<file path="src/hw/rtl/fbk_pkg.sv">
// Shared types and constants for the key filter and weight sort block.
package fbk_pkg;

	// Capacity of the record store
	localparam int MAX_RECORDS = 32;
	// Count holds 0..MAX_RECORDS, address holds 0..MAX_RECORDS-1
	localparam int CNT_W  = $clog2(MAX_RECORDS + 1);
	localparam int ADDR_W = $clog2(MAX_RECORDS);

	typedef struct packed {
		logic [15:0] tag;
		logic [15:0] category;
		logic [31:0] weight;
	} rec_t;

	localparam int REC_W = $bits(rec_t);

	typedef enum logic [2:0] {
		ST_IDLE,
		ST_START,
		ST_RD_I,
		ST_LD_I,
		ST_RD_J,
		ST_CMP,
		ST_EMIT
	} state_t;

endpackage

</file>
<file path="src/hw/rtl/fbk_ram.sv">
// Generic single-write, single-read RAM with registered read data.
module fbk_ram #(
	parameter int WIDTH = 8,
	parameter int DEPTH = 16
) (
	input  logic                     clk,
	input  logic                     wr_en,
	input  logic [$clog2(DEPTH)-1:0] wr_addr,
	input  logic [WIDTH-1:0]         wr_data,
	input  logic [$clog2(DEPTH)-1:0] rd_addr,
	output logic [WIDTH-1:0]         rd_data
);

	logic [WIDTH-1:0] mem_q [DEPTH];
	logic [WIDTH-1:0] rd_data_q;

	// Write one entry, register the read
	always_ff @(posedge clk) begin
		if (wr_en) begin
			mem_q[wr_addr] <= wr_data;
		end
		rd_data_q <= mem_q[rd_addr];
	end

	assign rd_data = rd_data_q;

endmodule

</file>
<file path="src/hw/rtl/filter_by_key_then_sort_by_weight_top.sv">
// Top level: filter records by key, exchange-sort kept records by weight, emit in order.
//
//   channel   handshake                 payload
//   --------  ------------------------  ---------------------------------------------
//   request   start, busy               item_tag, category, weight, last_item
//   result    result_valid (strobe)     out_tag, out_category, out_weight,
//                                       none_found, overflowed, last_result
//   config    cfg_wr_en                 cfg_wr_data (match_key)
//
// Records load at one per cycle while busy is low. The record marked last starts
// the sort; each compare reads the record RAM through its one read port, then uses
// the shared weight comparator. Results leave one per pass, one cycle each; the
// receiver cannot stall them. Reset clears the count, the overflow mark and
// match_key; the RAM contents are not cleared and need no clearing pass.
module filter_by_key_then_sort_by_weight_top (
	input  logic        clk,
	input  logic        arst_n,
	// configuration
	input  logic        cfg_wr_en,
	input  logic [15:0] cfg_wr_data,
	// request
	input  logic        start,
	output logic        busy,
	input  logic [15:0] item_tag,
	input  logic [15:0] category,
	input  logic [31:0] weight,
	input  logic        last_item,
	// result
	output logic        result_valid,
	output logic [15:0] out_tag,
	output logic [15:0] out_category,
	output logic [31:0] out_weight,
	output logic        none_found,
	output logic        overflowed,
	output logic        last_result
);

	import fbk_pkg::*;

	state_t state_q, state_d;

	logic [15:0]       match_key_q;
	logic [CNT_W-1:0]  cnt_q;
	logic              ovf_q;
	logic [CNT_W-1:0]  i_q;
	logic [CNT_W-1:0]  j_q;
	rec_t              cur_q;

	logic              accept;
	logic              is_match;
	logic              has_room;
	logic              swap;
	logic              pass_last;
	logic              scan_end;

	logic              ram_we;
	logic [ADDR_W-1:0] ram_waddr;
	rec_t              ram_wdata;
	logic [ADDR_W-1:0] ram_raddr;
	logic [REC_W-1:0]  ram_rdata;
	rec_t              rd_rec;

	logic              res_valid_q;
	rec_t              res_rec_q;
	logic              res_none_q;
	logic              res_ovf_q;
	logic              res_last_q;

	assign accept    = start && (state_q == ST_IDLE);
	assign is_match  = (category == match_key_q);
	assign has_room  = (cnt_q < CNT_W'(MAX_RECORDS));
	assign rd_rec    = rec_t'(ram_rdata);
	// Shared comparator: later record swaps in on strictly smaller weight
	assign swap      = (cur_q.weight > rd_rec.weight);
	assign pass_last = ((i_q + CNT_W'(1)) == cnt_q);
	assign scan_end  = ((j_q + CNT_W'(1)) == cnt_q);

	// Record store
	fbk_ram #(
		.WIDTH(REC_W),
		.DEPTH(MAX_RECORDS)
	) u_rec_ram (
		.clk    (clk),
		.wr_en  (ram_we),
		.wr_addr(ram_waddr),
		.wr_data(REC_W'(ram_wdata)),
		.rd_addr(ram_raddr),
		.rd_data(ram_rdata)
	);

	// Hold the state register
	always_ff @(posedge clk or negedge arst_n) begin
		if (!arst_n) begin
			state_q <= ST_IDLE;
		end else begin
			state_q <= state_d;
		end
	end

	// Sequence the load, the exchange passes and the emits; steer the RAM ports
	always_comb begin
		state_d   = state_q;
		ram_we    = 1'b0;
		ram_waddr = cnt_q[ADDR_W-1:0];
		ram_wdata = '{tag: item_tag, category: category, weight: weight};
		ram_raddr = i_q[ADDR_W-1:0];
		unique case (state_q)
			ST_IDLE: begin
				if (accept) begin
					ram_we = is_match && has_room;
					if (last_item) begin
						state_d = ST_START;
					end
				end
			end
			ST_START: begin
				state_d = (cnt_q == '0) ? ST_IDLE : ST_RD_I;
			end
			ST_RD_I: begin
				ram_raddr = i_q[ADDR_W-1:0];
				state_d   = ST_LD_I;
			end
			ST_LD_I: begin
				state_d = pass_last ? ST_EMIT : ST_RD_J;
			end
			ST_RD_J: begin
				ram_raddr = j_q[ADDR_W-1:0];
				state_d   = ST_CMP;
			end
			ST_CMP: begin
				// Park the held record at j when the later one wins
				ram_we    = swap;
				ram_waddr = j_q[ADDR_W-1:0];
				ram_wdata = cur_q;
				state_d   = scan_end ? ST_EMIT : ST_RD_J;
			end
			ST_EMIT: begin
				state_d = pass_last ? ST_IDLE : ST_RD_I;
			end
			default: begin
				state_d = ST_IDLE;
			end
		endcase
	end

	// Keep the key, the count, the overflow mark, the pass indices and the result strobe
	always_ff @(posedge clk or negedge arst_n) begin
		if (!arst_n) begin
			match_key_q <= '0;
			cnt_q       <= '0;
			ovf_q       <= 1'b0;
			i_q         <= '0;
			j_q         <= '0;
			res_valid_q <= 1'b0;
		end else begin
			res_valid_q <= 1'b0;
			if (cfg_wr_en) begin
				match_key_q <= cfg_wr_data;
			end
			case (state_q)
				ST_IDLE: begin
					if (accept && is_match) begin
						if (has_room) begin
							cnt_q <= cnt_q + CNT_W'(1);
						end else begin
							ovf_q <= 1'b1;
						end
					end
				end
				ST_START: begin
					i_q <= '0;
					if (cnt_q == '0) begin
						res_valid_q <= 1'b1;
						ovf_q       <= 1'b0;
					end
				end
				ST_LD_I: begin
					j_q <= i_q + CNT_W'(1);
				end
				ST_CMP: begin
					j_q <= j_q + CNT_W'(1);
				end
				ST_EMIT: begin
					res_valid_q <= 1'b1;
					if (pass_last) begin
						cnt_q <= '0;
						ovf_q <= 1'b0;
					end else begin
						i_q <= i_q + CNT_W'(1);
					end
				end
				default: begin
				end
			endcase
		end
	end

	// Advance the held record and load the result registers
	always_ff @(posedge clk) begin
		case (state_q)
			ST_START: begin
				res_rec_q  <= '0;
				res_none_q <= 1'b1;
				res_ovf_q  <= ovf_q;
				res_last_q <= 1'b1;
			end
			ST_LD_I: begin
				cur_q <= rd_rec;
			end
			ST_CMP: begin
				if (swap) begin
					cur_q <= rd_rec;
				end
			end
			ST_EMIT: begin
				res_rec_q  <= cur_q;
				res_none_q <= 1'b0;
				res_ovf_q  <= ovf_q;
				res_last_q <= pass_last;
			end
			default: begin
			end
		endcase
	end

	assign busy         = (state_q != ST_IDLE);
	assign result_valid = res_valid_q;
	assign out_tag      = res_rec_q.tag;
	assign out_category = res_rec_q.category;
	assign out_weight   = res_rec_q.weight;
	assign none_found   = res_none_q;
	assign overflowed   = res_ovf_q;
	assign last_result  = res_last_q;

`ifndef SYNTHESIS
	// Results only come out of a sort run
	a_result_after_busy: assert property (@(posedge clk) disable iff (!arst_n)
		result_valid |-> $past(busy))
		else $error("result strobe without a sort run");

	// An empty run gives one final result with zero payload
	a_none_found_shape: assert property (@(posedge clk) disable iff (!arst_n)
		(result_valid && none_found) |-> (last_result && out_weight == 32'd0 &&
			out_tag == 16'd0))
		else $error("malformed none-found result");

	// The last record of a set starts the sort
	a_last_starts_sort: assert property (@(posedge clk) disable iff (!arst_n)
		(start && !busy && last_item) |=> busy)
		else $error("last record did not start the sort");

	// The store count never passes capacity
	a_count_bound: assert property (@(posedge clk) disable iff (!arst_n)
		cnt_q <= CNT_W'(MAX_RECORDS))
		else $error("kept count beyond capacity");
`endif

endmodule

</file>
<file path="config.mk">
export PLATFORM = sky130hd
export DESIGN_NAME = filter_by_key_then_sort_by_weight_top
export DESIGN_NICKNAME = d
export VERILOG_FILES = /design/src/hw/rtl/fbk_pkg.sv /design/src/hw/rtl/fbk_ram.sv /design/src/hw/rtl/filter_by_key_then_sort_by_weight_top.sv
export SDC_FILE = /design/constraint.sdc
export NUM_CORES = 2
export LEC_CHECK = 0
export BUFFER_PORTS_ARGS = -buffer_cell sky130_fd_sc_hd__buf_2
export CAP_MARGIN = 20
export CORE_AREA = 2 2 393 395
export CTS_CLUSTER_SIZE = 12
export DETAILED_ROUTE_END_ITERATION = 10
export DIE_AREA = 0 0 395 397
export PLACE_DENSITY = 0.76
export SLEW_MARGIN = 10
export SYNTH_ARGS = -nofsm -noshare
export SYNTH_HDL_FRONTEND = slang
export SYNTH_SLANG_ARGS = --single-unit
</file>
<file path="constraint.sdc">
create_clock -name clk -period 15.55 [get_ports clk]
set_input_delay 1.555 -clock clk [delete_from_list [all_inputs] [get_ports clk]]
set_output_delay 1.555 -clock clk [all_outputs]
set_load 0.005 [all_outputs]
</file>
==> impl_results.md <==
- Period utilisation layout: 35.16%
- MaxCap Viol Count: 0
- Crit-path cells: or3b_4, buf_12, a21o_4, buf_12, buf_4, a211oi_1, a311oi_1, a211oi_1, nand4_1
- P_leak: 36.07 nW
- Post_cts resized: 0
- Height of the die: 397 um
- Fin util: 66.28%
- Die X: 395 um
- Clk slew on worst S/H paths: 0.06 ns
- Aggregate global routing overflow: 0
- CP delay by family, top: buffers and inverters
- CP max stage delay: 0.98 ns
- Post-Synth Adder-Cell Area: 0.4947%
- Post-synthesis sequential area ratio: 74.35%
- Proportion of synthesized area in mux cells: 6.676%
- Synth warn: 0
- Worst EP arrival: 6.26 ns
- Vias per cell: 6.516
- Final Setup Violations: 0
- Largest net degree at the start of global routing: 210
- Share of cells above drive strength 1: 10.05%
- RR Endpoint: u_rec_ram.rd_data[15]
- Crit path max fanout: 209
- Synth Cell Area: 0.09104 mm^2
- Top_reg_cell synth: edfxtp_1
- Post-synthesis xor/xnor area fraction: 0.3587%
- R2R Setup Slk: 10.08 ns
- Setup bufs post-CTS: 0
- Post-CTS Hold Buffers: 0
- R2R cell count: 9
- Largest family of logic cells by synthesized area: simple AND/OR/NAND/NOR gates
- Hold depth: 0
- Max VDD drop: 0.1919 mV
- Syn_nets: 6315
- Routed wire length: 245.5 mm
- Slowest-stage cell, CP: buf_4
- Drt first-iter violations: 8254
- Number of remaining DRC errors: 3
- Worst slew margin: 19.59%
- H-tree levels: 4
- Ports: 154
- HPWL Detailed: 134.3 mm
- Buf/Inv on CP: 3
- Worst EP required: 16.34 ns
- NumNets Final: 6419
- CORE AREA: 0.1530 mm^2
- Vias after detailed routing: 55500
- Synth Area in Compound Gates: 7.163%
- Failing checks: design-rule violations
- Port bufs: 153
- Root Buffer: clkbuf_16
- Fin. Hold Viols: 0
- CTS tree: yes
- Die area: 0.1568 mm^2
- RD Place Congestion: 0.8748
- Register bit total from synthesis: 2282
- Post-synth EDFFs: 2179
- Critical path class: flop to flop
- Synth-to-Final Area Change: 11.36%
- Post-Synth Simple-Gate Area: 8.094%
- Netlist cell types: 59
- Slack of the critical path: 10.08 ns
- First-pass DRT Iterations: 9
- DR WL/cell: 28.82 um
- Initial antenna violation count: 4
- Clock latency at the later pin of the worst-skew pair: 0.88 ns
- Max Root-Sink Buffers: 3
- Slew @ Worst Pin: 1.206 ns
- Clk sinks: 2282
- Hold Crit Endpoint: cur_q[48]
- Vias in the first global route: 53810
- RSZ-0062 raised after global routing: false
- Mapped Cells: 6194
- Status: complete, but fails checks
- Starting Density: 59.52%
- Syn Area/Cell: 14.70 um^2
- Clock skew: 0.06765 ns
- Maximum clock rate: 0.1829 GHz
- Share of synthesized flip-flops with an asynchronous set or reset: 1.709%
- Antenna-violating nets left: 0
- Setup_tns: 0 ns
- Post-Place Setup Slack: 9.770 ns
- Pwr Density: 168.1 mW/mm^2
- CP endpoint kind: flop
- Worst min path class: flop to flop
- Tot GR Track Use: 30.77%
- Reg2reg start: state_q[0]
- Slew Limit Fails: 0
- Startpoint types: flop
- Post-route minimum period: 5.468 ns
- Num CTS Buffers: 220
- Rows: 144
- First-pass GRT wire length: 354.7 mm
- Worst Min Path Start: u_rec_ram.rd_data[48]
## registers in the layout, summed over array words and instances, names as in the netlist
register and count:
i_q 6, u_rec_ram.mem_q 2048, none_found 1, out_tag 16, ovf_q 1, u_rec_ram.rd_data 64, overflowed 1, out_category 16
result_valid 1, out_weight 32, cur_q 64, state_q 3, j_q 6, cnt_q 6, match_key_q 16, last_result 1
## layout by cell type (no fill, tap or decap), types with 113 or more instances in the layout
cell type     n
buf_4       113
a311oi_1    191
inv_1       234
nand2_1    1166
a211oi_1    446
clkbuf_1    118
nand3_1     342
edfxtp_1   2179
clkbuf_16   220
mux2i_1     571
buf_2       153
## worst register-to-register path, stage by stage (launching register included)
cell and delay (ns):
dfrtp_1 0.54, or3b_4 0.66, buf_12 0.63, a21o_4 0.64
buf_12 0.78, buf_4 1.04, a211oi_1 0.30, a311oi_1 0.51
a211oi_1 0.16, nand4_1 0.15
## power by group
group | total, W | switching (W) | internal [W]
registers | 0.00751 | 0.000182 | 0.00733
logic | 0.00454 | 0.00319 | 0.00135
clock network | 0.00499 | 0.00222 | 0.00277
## Yosys cell counts (6+ instances only)
cell	count	area share (%)
a211oi_1	446	3.7
a21oi_1	50	0.27
a22oi_1	62	0.51
a311oi_1	191	1.8
a31oi_1	71	0.49
and2_1	64	0.44
and3_1	6	0.041
buf_1	32	0.13
buf_2	108	0.59
buf_4	6	0.049
clkbuf_1	266	1.1
dfrtp_1	39	1.1
dfxtp_1	64	1.4
edfxtp_1	2179	72
ha_1	36	0.49
inv_1	234	0.96
mux2_2	25	0.31
mux2i_1	571	6.3
nand2_1	1168	4.8
nand3_1	347	1.9
nand4_1	76	0.52
nor2_1	31	0.13
o21ai_0	17	0.093
xnor2_1	25	0.24
xor2_1	7	0.067
## worst max-delay path by stage
| stage | start | endpoint | depth (start not counted) |
|---|---|---|---|
| after floorplan | category[6] | u_rec_ram.mem_q[16][0] | 6 |
| after global placement | category[7] | u_rec_ram.mem_q[6][54] | 9 |
| after detailed placement | category[14] | u_rec_ram.mem_q[4][58] | 9 |
| after CTS | state_q[0] | u_rec_ram.rd_data[11] | 9 |
| after global routing | state_q[0] | u_rec_ram.rd_data[11] | 9 |
| final | state_q[0] | u_rec_ram.rd_data[15] | 9 |
## through the flow
step,hold WS [ns],area (um^2),std cells,power (W)
floorplan,0.3855,91040,6194,0.01055
global placement,0.3860,94200,8097,0.01194
detailed placement,0.3887,94360,8103,0.01205
CTS,0.3822,101000,8496,0.01698
global route,0.3939,101400,8513,0.01761
finish,0.3813,101400,8517,0.01705
## area by class of cell
class | instances | area (um^2)
flip-flops and latches | 2282 | 67690
fillers | 10130 | 51580
multi-input cells | 3263 | 21300
clock buffers | 358 | 6223
well taps | 2044 | 2557
repair buffers | 297 | 2300
inverters | 234 | 878.3
clock inverters | 35 | 431.7
diodes | 4 | 10.01
## logic make-up (layout without fill, tap and decap cells)
group	count (synthesis)	count (layout)
compound gates	870	870
xor+xnor	34	34
fa+ha+maj	36	36
buf+inv	649	924
flops	2282	2282
mux	600	600
other cells	0	4
simple gates	1723	1723
## routing by layer
layer | wire length [um] | global-route usage (%)
met1 | 91830 | 41.78
met2 | 115800 | 48.53
met3 | 24730 | 5.156
met4 | 13070 | 15.76
met5 | 13 | 0
Power figures use the tool's default switching activity.
